File: config.mk
export PLATFORM = sky130hd
export DESIGN_NAME = tmp_ctrl
export DESIGN_NICKNAME = d
export VERILOG_FILES = /design/src/rtl/core/tmp_pkg.sv /design/src/rtl/core/tmp_ctrl.sv
export SDC_FILE = /design/constraint.sdc
export NUM_CORES = 1
export LEC_CHECK = 0
export ABC_AREA = 1
export BUFFER_PORTS_ARGS = -buffer_cell sky130_fd_sc_hd__buf_2
export CORE_ASPECT_RATIO = 0.7
export CORE_UTILIZATION = 47
export DETAILED_ROUTE_END_ITERATION = 10
export GPL_ROUTABILITY_DRIVEN = 0
export GPL_TIMING_DRIVEN = 0
export PLACE_DENSITY = 0.77
export SLEW_MARGIN = 20
export SYNTH_ARGS = -nofsm -noshare
export SYNTH_HDL_FRONTEND = slang
export SYNTH_SLANG_ARGS = --single-unit
File: constraint.sdc
create_clock -name clk_i -period 5.2 [get_ports clk_i]
set_input_delay 0.26 -clock clk_i [delete_from_list [all_inputs] [get_ports clk_i]]
set_output_delay 0.26 -clock clk_i [all_outputs]
set_load 0.05 [all_outputs]
File: src/rtl/core/tmp_pkg.sv
package tmp_pkg;

  // Default and bounds
  localparam int unsigned MaxSizeDefault = 64;
  localparam int unsigned SizeW = 7;
  localparam logic [SizeW-1:0] SizeReset = 7'd64;

  // Item field widths
  localparam int unsigned OpW = 3;
  localparam int unsigned IdxW = 12;
  localparam int unsigned ElemW = 16;
  localparam int unsigned AbW = 48;
  localparam int unsigned ResW = 64;
  localparam int unsigned StatW = 2;

  // Opcodes
  localparam logic [OpW-1:0] OpLoadA = 3'd0;
  localparam logic [OpW-1:0] OpLoadB = 3'd1;
  localparam logic [OpW-1:0] OpLoadC = 3'd2;
  localparam logic [OpW-1:0] OpCompute = 3'd3;
  localparam logic [OpW-1:0] OpRead = 3'd4;

  // Status codes
  localparam logic [StatW-1:0] StOk = 2'd0;
  localparam logic [StatW-1:0] StNotReady = 2'd1;
  localparam logic [StatW-1:0] StRange = 2'd2;
  localparam logic [StatW-1:0] StUnused = 2'd3;

  // Controller to datapath commands
  typedef struct packed {
    logic ld_a;      // store element into A
    logic ld_b;
    logic ld_c;
    logic rd_res;    // read ABC element at the item index
    logic issue;     // start one multiply-accumulate step
    logic phase;     // 0: AB = A*B, 1: ABC = AB*C
    logic first;     // first k of a dot product
    logic last;      // last k of a dot product
    logic val_load;  // update the result value register
    logic val_mem;   // value from ABC read data, else zero
  } cmd_t;

  // Signed add clamped to 64 bits
  function automatic logic signed [ResW-1:0] sat_add64(logic signed [ResW-1:0] a,
                                                       logic signed [ResW-1:0] b);
    logic signed [ResW-1:0] s;
    s = a + b;
    if (a[ResW-1] == b[ResW-1] && s[ResW-1] != a[ResW-1]) begin
      s = a[ResW-1] ? {1'b1, {(ResW-1){1'b0}}} : {1'b0, {(ResW-1){1'b1}}};
    end
    return s;
  endfunction

  // Clamp a 64-bit value to signed 48 bits
  function automatic logic signed [AbW-1:0] sat48(logic signed [ResW-1:0] v);
    logic signed [AbW-1:0] r;
    if (v > $signed({{(ResW-AbW+1){1'b0}}, {(AbW-1){1'b1}}})) begin
      r = {1'b0, {(AbW-1){1'b1}}};
    end else if (v < $signed({{(ResW-AbW+1){1'b1}}, {(AbW-1){1'b0}}})) begin
      r = {1'b1, {(AbW-1){1'b0}}};
    end else begin
      r = v[AbW-1:0];
    end
    return r;
  endfunction

endpackage

File: src/rtl/core/tmp_ctrl.sv
module tmp_ctrl #(
  parameter int unsigned MAX_SIZE = tmp_pkg::MaxSizeDefault,
  localparam int unsigned SW = $clog2(MAX_SIZE + 1),
  localparam int unsigned IW = $clog2(MAX_SIZE)
) (
  input  logic clk_i,
  input  logic rst_ni,
  input  logic cfg_we_i,
  input  logic [tmp_pkg::SizeW-1:0] cfg_data_i,
  input  logic in_valid_i,
  output logic in_ready_o,
  input  logic [tmp_pkg::OpW-1:0] opcode_i,
  input  logic [tmp_pkg::IdxW-1:0] element_index_i,
  output logic out_valid_o,
  input  logic out_ready_i,
  output logic [tmp_pkg::StatW-1:0] status_o,
  output tmp_pkg::cmd_t cmd_o,
  output logic [SW-1:0] n_o,
  output logic [IW-1:0] i_o,
  output logic [IW-1:0] j_o,
  output logic [IW-1:0] k_o
);

  localparam logic [2:0] S_IDLE = 3'd0;
  localparam logic [2:0] S_AB = 3'd1;
  localparam logic [2:0] S_AB_DRAIN = 3'd2;
  localparam logic [2:0] S_ABC = 3'd3;
  localparam logic [2:0] S_ABC_DRAIN = 3'd4;
  localparam logic [1:0] DrainLast = 2'd2;

  logic [2:0] state_q, state_d;
  logic [tmp_pkg::SizeW-1:0] size_q;
  logic ready_q, ready_d;
  logic pend_q, pend_d;
  logic ov_q, ov_d;
  logic [tmp_pkg::StatW-1:0] st_q, st_d;
  logic [IW-1:0] i_q, i_d, j_q, j_d, k_q, k_d;
  logic [1:0] dr_q, dr_d;
  logic [SW-1:0] n;
  logic [2*SW-1:0] nsq;
  logic in_range, acc, k_last, j_last, i_last;

  // Size in use, clamped to 1..MAX_SIZE
  always_comb begin
    if (size_q == '0) begin
      n = SW'(1);
    end else if (32'(size_q) > 32'(MAX_SIZE)) begin
      n = SW'(MAX_SIZE);
    end else begin
      n = SW'(size_q);
    end
  end

  assign nsq = (2*SW)'(n) * (2*SW)'(n);
  assign in_range = 32'(element_index_i) < 32'(nsq);
  assign in_ready_o = (state_q == S_IDLE) && !pend_q && (!ov_q || out_ready_i);
  assign acc = in_valid_i && in_ready_o;

  assign k_last = (SW'(k_q) + SW'(1)) == n;
  assign j_last = (SW'(j_q) + SW'(1)) == n;
  assign i_last = (SW'(i_q) + SW'(1)) == n;

  // Sequencer and handshake
  always_comb begin
    state_d = state_q;
    ready_d = ready_q;
    pend_d = 1'b0;
    ov_d = ov_q && !out_ready_i;
    st_d = st_q;
    i_d = i_q;
    j_d = j_q;
    k_d = k_q;
    dr_d = dr_q;
    cmd_o = '0;
    cmd_o.phase = (state_q == S_ABC) || (state_q == S_ABC_DRAIN);
    cmd_o.first = (k_q == '0);
    cmd_o.last = k_last;

    unique case (state_q)
      S_IDLE: begin
        if (pend_q) begin
          // ABC read data is now registered
          ov_d = 1'b1;
          st_d = tmp_pkg::StOk;
          cmd_o.val_load = 1'b1;
          cmd_o.val_mem = 1'b1;
        end else if (acc) begin
          cmd_o.val_load = 1'b1;
          st_d = tmp_pkg::StOk;
          ov_d = 1'b1;
          priority if (opcode_i == tmp_pkg::OpLoadA || opcode_i == tmp_pkg::OpLoadB ||
                       opcode_i == tmp_pkg::OpLoadC) begin
            if (!in_range) begin
              st_d = tmp_pkg::StRange;
            end else begin
              cmd_o.ld_a = (opcode_i == tmp_pkg::OpLoadA);
              cmd_o.ld_b = (opcode_i == tmp_pkg::OpLoadB);
              cmd_o.ld_c = (opcode_i == tmp_pkg::OpLoadC);
            end
          end else if (opcode_i == tmp_pkg::OpCompute) begin
            ov_d = 1'b0;
            i_d = '0;
            j_d = '0;
            k_d = '0;
            state_d = S_AB;
          end else if (opcode_i == tmp_pkg::OpRead) begin
            if (!in_range) begin
              st_d = tmp_pkg::StRange;
            end else if (!ready_q) begin
              st_d = tmp_pkg::StNotReady;
            end else begin
              ov_d = 1'b0;
              cmd_o.val_load = 1'b0;
              cmd_o.rd_res = 1'b1;
              pend_d = 1'b1;
            end
          end else begin
            st_d = tmp_pkg::StOk;
          end
        end
      end
      S_AB, S_ABC: begin
        cmd_o.issue = 1'b1;
        k_d = k_q + IW'(1);
        if (k_last) begin
          k_d = '0;
          j_d = j_q + IW'(1);
          if (j_last) begin
            j_d = '0;
            i_d = i_q + IW'(1);
            if (i_last) begin
              i_d = '0;
              dr_d = '0;
              state_d = (state_q == S_AB) ? S_AB_DRAIN : S_ABC_DRAIN;
            end
          end
        end
      end
      S_AB_DRAIN, S_ABC_DRAIN: begin
        // let the last sums reach memory
        dr_d = dr_q + 2'd1;
        if (dr_q == DrainLast) begin
          if (state_q == S_AB_DRAIN) begin
            state_d = S_ABC;
          end else begin
            state_d = S_IDLE;
            ready_d = 1'b1;
            ov_d = 1'b1;
            st_d = tmp_pkg::StOk;
            cmd_o.val_load = 1'b1;
          end
        end
      end
      default: begin
        state_d = S_IDLE;
      end
    endcase

    if (cfg_we_i) begin
      ready_d = 1'b0;
    end
  end

  always_ff @(posedge clk_i or negedge rst_ni) begin
    if (!rst_ni) begin
      state_q <= S_IDLE;
      size_q <= tmp_pkg::SizeReset;
      ready_q <= 1'b0;
      pend_q <= 1'b0;
      ov_q <= 1'b0;
      st_q <= tmp_pkg::StOk;
      i_q <= '0;
      j_q <= '0;
      k_q <= '0;
      dr_q <= '0;
    end else begin
      state_q <= state_d;
      if (cfg_we_i) begin
        size_q <= cfg_data_i;
      end
      ready_q <= ready_d;
      pend_q <= pend_d;
      ov_q <= ov_d;
      st_q <= st_d;
      i_q <= i_d;
      j_q <= j_d;
      k_q <= k_d;
      dr_q <= dr_d;
    end
  end

  assign out_valid_o = ov_q;
  assign status_o = st_q;
  assign n_o = n;
  assign i_o = i_q;
  assign j_o = j_q;
  assign k_o = k_q;

endmodule

==> results of run 1 <==
## cell usage in the layout (no fill, tap or decap), types with 3 or more instances in the layout
master,instances
a31oi_1,4
xnor2_1,10
nand2_4,4
a21oi_2,3
dfrtp_1,33
o21ai_0,20
fa_1,14
clkbuf_16,5
nand4_1,7
conb_1,7
nand2_1,111
buf_6,6
o21ai_2,6
inv_2,7
clkbuf_1,3
or2_2,3
xor2_1,25
a21oi_1,10
ha_4,4
buf_4,17
o21ai_1,4
clkinv_2,3
inv_1,81
o22ai_1,3
buf_2,61
nand3_1,29
nor2_4,15
nor3_2,3
nor2_1,41
nand2_2,12
nor3_1,5
ha_1,33
## report_power, final
group | switching [mW] | internal (mW)
sequential | 0.0606 | 0.323
combinational | 0.701 | 0.408
clock | 0.113 | 0.175
## cells by family after synthesis
logic type / Yosys count / synth area share [%]
adder cells (fa/ha/maj): 51 / 19.55
XOR/XNOR: 35 / 8.062
other: 2 / 0.1975
buffers and inverters: 98 / 10.50
AND/OR/NAND/NOR: 239 / 28.73
AO/OA/AOI/OAI: 61 / 9.905
flip-flops: 35 / 23.07
## sequential cells by signal, indices dropped and copies added (netlist names)
signal       flops
k_o              6
dr_q             2
pend_q           1
j_o              6
status_o         2
size_q           7
state_q          3
out_valid_o      1
i_o              6
ready_q          1
## worst max path at each step
stage	slack, ns	cells past startpoint	endpoint
5_1_grt	-0.84	29	cmd_o[1]
6_report	-0.68	29	cmd_o[1]
4_1_cts	-0.60	28	cmd_o[1]
2_1_floorplan	0.02	23	cmd_o[8]
3_3_place_gp	-0.78	29	cmd_o[6]
3_5_place_dp	-0.85	29	cmd_o[6]
## metrics by stage
step / instances / total power [mW] / area [um^2] / setup TNS (ns)
3_5_place_dp: 692 / 1.384 / 4378 / -5.280
6_report: 717 / 1.780 / 4813 / -4.025
3_3_place_gp: 692 / 1.353 / 4378 / -4.573
2_1_floorplan: 526 / 1.164 / 3926 / 0
5_1_grt: 717 / 1.916 / 4813 / -5.689
4_1_cts: 712 / 1.740 / 4728 / -3.416
## worst max-delay path, delay by kind of cell (launching register included)
kind,cells,cell delay (ns)
adders and majority gates,6,2.65
and+or+nand+nor,11,0.80
AOI/OAI and AO/OA,3,0.60
xor gates and xnor gates,1,0.15
DFF,1,0.54
buffers and inverters,8,0.63
## layer usage
metal | wire [um] | vias to the layer above | GRT usage, %
met5 | 0 | - | 0
met4 | 106 | 0 | 4.400
met3 | 812 | 14 | 5.102
met2 | 4185 | 143 | 35.60
met1 | 4504 | 1697 | 35.33
li1 | - | 1838 | -
## layout make-up
cell class | count | share of cell area [%]
well taps | 101 | 2.625
plain buffers | 8 | 1.378
clock inverters | 3 | 0.3119
inverters | 89 | 6.992
multi-input cells | 393 | 57.14
clock buffers | 5 | 2.599
repair buffers | 83 | 10.71
flip-flops and latches | 35 | 18.25
## timing repair
action	in CTS	in global routing
pin swaps	14	11
resized for setup	30	13
endpoints found under the setup margin	9	9
buffers inserted	13	5
endpoints found under the hold margin	0	0
==> results.py, run 1 <==
metrics = {
    "setup_path": {
        "critPathCaptureType": "primary output",
        "arrival_ns": 5.62,
        "critical_path_class": "register to primary output",
        "crit_required_ns": 4.94,
        "crit_fanout": 5,
        "r2r-start": "size_q[6]",
        "cp_slowest_cell": "fa_1",
        "startpoint": "size_q[6]",
        "reg2reg_slack_ns": -0.38,
        "max_stage_delay_ns": 0.55,
        "r2r_end": "out_valid_o",
        "cp-start-kind": "register",
        "ff2ff_path_depth": 32,
    },
    "global_routing": {
        "grt_pass1_wl_mm": 15.95,
        "grt_antenna_before_repair": 0,
        "groute.usage.overall_pct": 23.85,
        "grt_max_degree": 36,
        "grt_pass1_vias": 3495,
        "grt.overflow.total": 0,
    },
    "logic_synthesis": {
        "synth-edff-count": 0,
        "syn_area_um2": 3802,
        "yosys_most_used_dff": "dfrtp_1",
        "synth.distinct_cells": 44,
        "async_flop_share_pct": 100.0,
        "ys_warn_count": 0,
        "synth_seq_cells": 35,
        "syn_area_per_cell_um2": 7.298,
        "yosysMostFrequentCell": "nand2_1",
        "synthCells": 521,
        "synth_area_leaders": "dfrtp_1, ha_1, nand2_1",
        "yosys.area.top_type": "dfrtp_1",
        "seq_area_frac_synth_pct": 23.07,
        "synth_top_area_share_pct": 22.38,
        "synth_common_cells": "nand2_1, inv_1, nor2_1",
    },
    "drt": {
        "routedWlPerCell_um": 13.40,
        "drcViolationCount": 0,
        "vias": 3692,
        "dr.pass1.iters": 5,
        "wirelength_mm": 9.609,
        "viasPerCell": 5.149,
        "drt_iter0_markers": 186,
        "antenna_left": 0,
    },
    "status": {
        "run_status": "finished with violations",
        "violations": "setup timing",
    },
    "sta": {
        "fmax_mhz": 170.0,
        "finalHoldWorstSlack_ns": 0.05780,
        "grt_setup_unrepaired": "true",
        "slew_headroom_pct": 47.53,
        "worst_slack_ns": -0.6827,
        "period_needed_ns": 5.883,
        "skew_ns": 0.006100,
        "setup_violations": 9,
        "slew_viol_final": 0,
        "hold_viol": 0,
        "fin_crit_sh_pct": 113.1,
        "tightest_slew_ns": 0.7870,
    },
    "final_layout": {
        "synthToLayoutAreaGrowth_pct": 26.59,
        "register_area_um2": 878.3,
        "final.fill_count": 686,
        "multi_input_area_um2": 2750,
        "post-route-util_pct": 61.41,
        "n_antenna_cell": 0,
        "nNetsFinal": 693,
        "drive_gt1_share_pct": 26.46,
    },
    "power": {
        "leakage_nw": 2.558,
        "power_density_nw_per_um2": 369.8,
        "peakVddDrop_v": 0.0003000,
    },
    "flow_run": {
        "cap_violations": 0,
    },
    "placed_design": {
        "dp_slack_ns": -0.8547,
        "dp_hpwl_mm": 7.306,
        "io_buffers": 65,
    },
    "clock_network": {
        "tritoncts": "yes",
        "clk_latency_ns": 0.28,
        "clk_pin_slew_worst_paths_ns": 0.06,
        "cts.path.max_buffers": 2,
        "clkSinkCount": 35,
        "ctsHoldBuffers": 0,
        "cts-root-buf": "clkbuf_16",
        "htreeDepth": 2,
        "cts_buffers": 5,
    },
    "floorplan": {
        "dieArea_um2": 8460,
        "initial_utilization_pct": 48.52,
        "die-height_um": 77.26,
        "io_pins": 66,
        "die_x_um": 109.5,
        "rows": 27,
        "coreArea_um2": 7838,
    },
    "min_path": {
        "holdCritPathClass": "input pin to async pin",
    },
}
No activity file was read; power rests on OpenSTA's default activity.
==> run 2: changes to the inputs <==
--- a/config.mk
+++ b/config.mk
@@ -9,6 +9,7 @@
 export BUFFER_PORTS_ARGS = -buffer_cell sky130_fd_sc_hd__buf_2
 export CORE_ASPECT_RATIO = 0.7
 export CORE_UTILIZATION = 47
+export CTS_BUF_LIST = sky130_fd_sc_hd__clkbuf_4
 export DETAILED_ROUTE_END_ITERATION = 10
 export GPL_ROUTABILITY_DRIVEN = 0
 export GPL_TIMING_DRIVEN = 0
==> constraint.sdc (replaced) <==
create_clock -name clk_i -period 5.2 [get_ports clk_i]
set_input_delay 0.26 -clock clk_i [delete_from_list [all_inputs] [get_ports clk_i]]
set_output_delay 0.26 -clock clk_i [all_outputs]
set_load 0.1 [all_outputs]
==> run 2 against run 1 <==
The run ends with hold timing, setup timing left. Combinational power increased by 18%. Clock skew is 0.0030 ns higher. Final cell count did not move. Core utilization shrank 0.30 points. Sequential share of layout area rose by 0.091 points. Fmax shrank 1.4%. Critical path depth is 1 lower. Non-clock buffer count unchanged. Critical endpoint is now cmd_o[6]. Largest cell class unchanged. Largest power group unchanged.
==> results.py, run 2 (synthesis results as in run 1) <==
metrics = {
    "status": {
        "run_status": "finished with violations",
        "violations": "hold timing, setup timing",
    },
    "global_routing": {
        "groute.usage.overall_pct": 25.18,
        "grtUsageMet3_pct": 5.442,
        "grtUsageMet2_pct": 38.87,
        "grt_pass1_wl_mm": 16.59,
        "grt_pass1_vias": 3495,
        "grt.overflow.total": 0,
        "grt_antenna_before_repair": 0,
        "grt_max_degree": 36,
        "grt_use_met1_pct": 36.33,
        "busiest_layer": "met2",
    },
    "sta": {
        "slew_viol_final": 0,
        "setup_violations": 9,
        "period_needed_ns": 5.965,
        "skew_ns": 0.009075,
        "worst_slack_ns": -0.7648,
        "fmax_mhz": 167.7,
        "slew_headroom_pct": 45.57,
        "hold_viol": 7,
        "grt_setup_unrepaired": "true",
        "finalHoldWorstSlack_ns": -0.01075,
        "fin_tns_setup_ns": -4.560,
        "fin_crit_sh_pct": 114.7,
        "tightest_slew_ns": 0.8165,
    },
    "setup_path": {
        "crit_required_ns": 4.94,
        "cp_slowest_cell": "dfstp_2",
        "critPathCaptureType": "primary output",
        "path_buf_inv": 7,
        "cp-start-kind": "register",
        "crit_fanout": 6,
        "max_stage_delay_ns": 0.56,
        "arrival_ns": 5.70,
        "critical_path_class": "register to primary output",
        "crit_family": "adder cells",
    },
    "drt": {
        "drt_iter0_markers": 232,
        "viasPerCell": 5.155,
        "routedWlPerCell_um": 14.02,
        "drcViolationCount": 0,
        "vias": 3696,
        "dr.pass1.iters": 6,
        "wirelength_mm": 10.06,
        "antenna_left": 0,
    },
    "final_layout": {
        "top_register": "size_q",
        "synthToLayoutAreaGrowth_pct": 25.96,
        "drive_gt1_share_pct": 27.27,
        "largest_reg_flops": 7,
        "final_common_cell": "nand2_1",
        "nNetsFinal": 693,
        "layout_common_cells": "nand2_1, inv_1, buf_2",
        "n_antenna_cell": 0,
    },
    "power": {
        "leakage_nw": 2.533,
        "peakVddDrop_v": 0.0003812,
        "power_density_nw_per_um2": 386.3,
    },
    "floorplan": {
        "die_x_um": 109.5,
        "die-height_um": 77.26,
        "io_pins": 66,
        "dieArea_um2": 8460,
        "rows": 27,
        "coreArea_um2": 7838,
        "initial_utilization_pct": 48.52,
    },
    "clock_network": {
        "cts_buffers": 5,
        "clkSinkCount": 35,
        "clk_pin_slew_worst_paths_ns": 0.12,
        "cts-root-buf": "clkbuf_4",
        "tritoncts": "yes",
        "clk_latency_ns": 0.34,
        "htreeDepth": 2,
        "cts.path.max_buffers": 2,
    },
    "placed_design": {
        "io_buffers": 65,
        "dp_hpwl_mm": 7.585,
        "dp_slack_ns": -1.099,
    },
    "flow_run": {
        "cap_violations": 0,
    },
    "min_path": {
        "holdCritPathClass": "input pin to async pin",
    },
}
==> run 2: cell types whose count changed in the layout (fill, tap and decap cells not counted), moves of 2 or more <==
| cell | delta |
|---|---|
| buf_12 | +5 |
| buf_8 | -2 |
| buf_4 | -3 |
| clkbuf_16 | -5 |
| nor2_2 | +3 |
| nor2_4 | -3 |
| clkbuf_4 | +6 |
| clkinv_1 | +2 |
| clkinv_2 | -3 |
==> run 2: per-stage QoR <==
step / cell area, um^2 / hold slack, ns / util [%] / cells / total power, mW
4_1_cts: 4720 / 0.01319 / 60.22 / 714 / 1.811
2_1_floorplan: 3950 / -0.03559 / - / 526 / 1.364
3_3_place_gp: 4402 / 0.3861 / 56.16 / 692 / 1.553
5_1_grt: 4790 / 0.01971 / 61.11 / 717 / 1.989
6_report: 4790 / -0.01075 / 61.11 / 717 / 1.850
3_5_place_dp: 4402 / 0.3984 / 56.16 / 692 / 1.585
==> run 2: routing by layer <==
layer / part of all wire, % / wire length, um
met1: 45 / 4536
met2: 45 / 4499
met3: 9.4 / 941
met4: 0.78 / 78
met5: 0 / 0
==> run 2: power breakdown <==
part	internal (mW)	switching, mW	total, mW	leakage, nW
Clock	0.0554	0.0974	0.153	0.0307
Combinational	0.408	0.904	1.31	2.06
Sequential	0.322	0.0639	0.386	0.439
==> run 2: path summary, 6_finish.rpt <==
| path | slack [ns] | endpoint | from | depth (start not counted) |
|---|---|---|---|---|
| max | -0.76 | cmd_o[6] | size_q[6] | 28 |
| min | -0.01 | pend_q | rst_ni | 1 |
| max reg2reg | -0.31 | pend_q | size_q[6] | 30 |
| min reg2reg | 0.51 | status_o[0] | status_o[0] | 2 |
| max in group asynchronous | 4.64 | size_q[4] | rst_ni | 1 |
| min in group clk_i | 0.12 | size_q[3] | cfg_data_i[3] | 3 |
==> run 2: what timing repair did <==
item	4_1_cts	5_1_grt
hold buffers	0	0
buffers inserted	14	3
resized for setup	43	10
pin swaps	15	10
gates cloned	0	0
endpoints found under the setup margin	9	9
==> run 2: final cells by class <==
| cell class | count | area [um^2] |
|---|---|---|
| Multi-Input combinational cell | 393 | 2766 |
| Clock inverter | 2 | 7.507 |
| Inverter | 89 | 336.6 |
| Timing Repair Buffer | 82 | 543.0 |
| Clock buffer | 6 | 45.04 |
| Sequential cell | 35 | 878.3 |
| Fill cell | 684 | 3048 |
| Buffer | 9 | 86.33 |
| Tap cell | 101 | 126.4 |
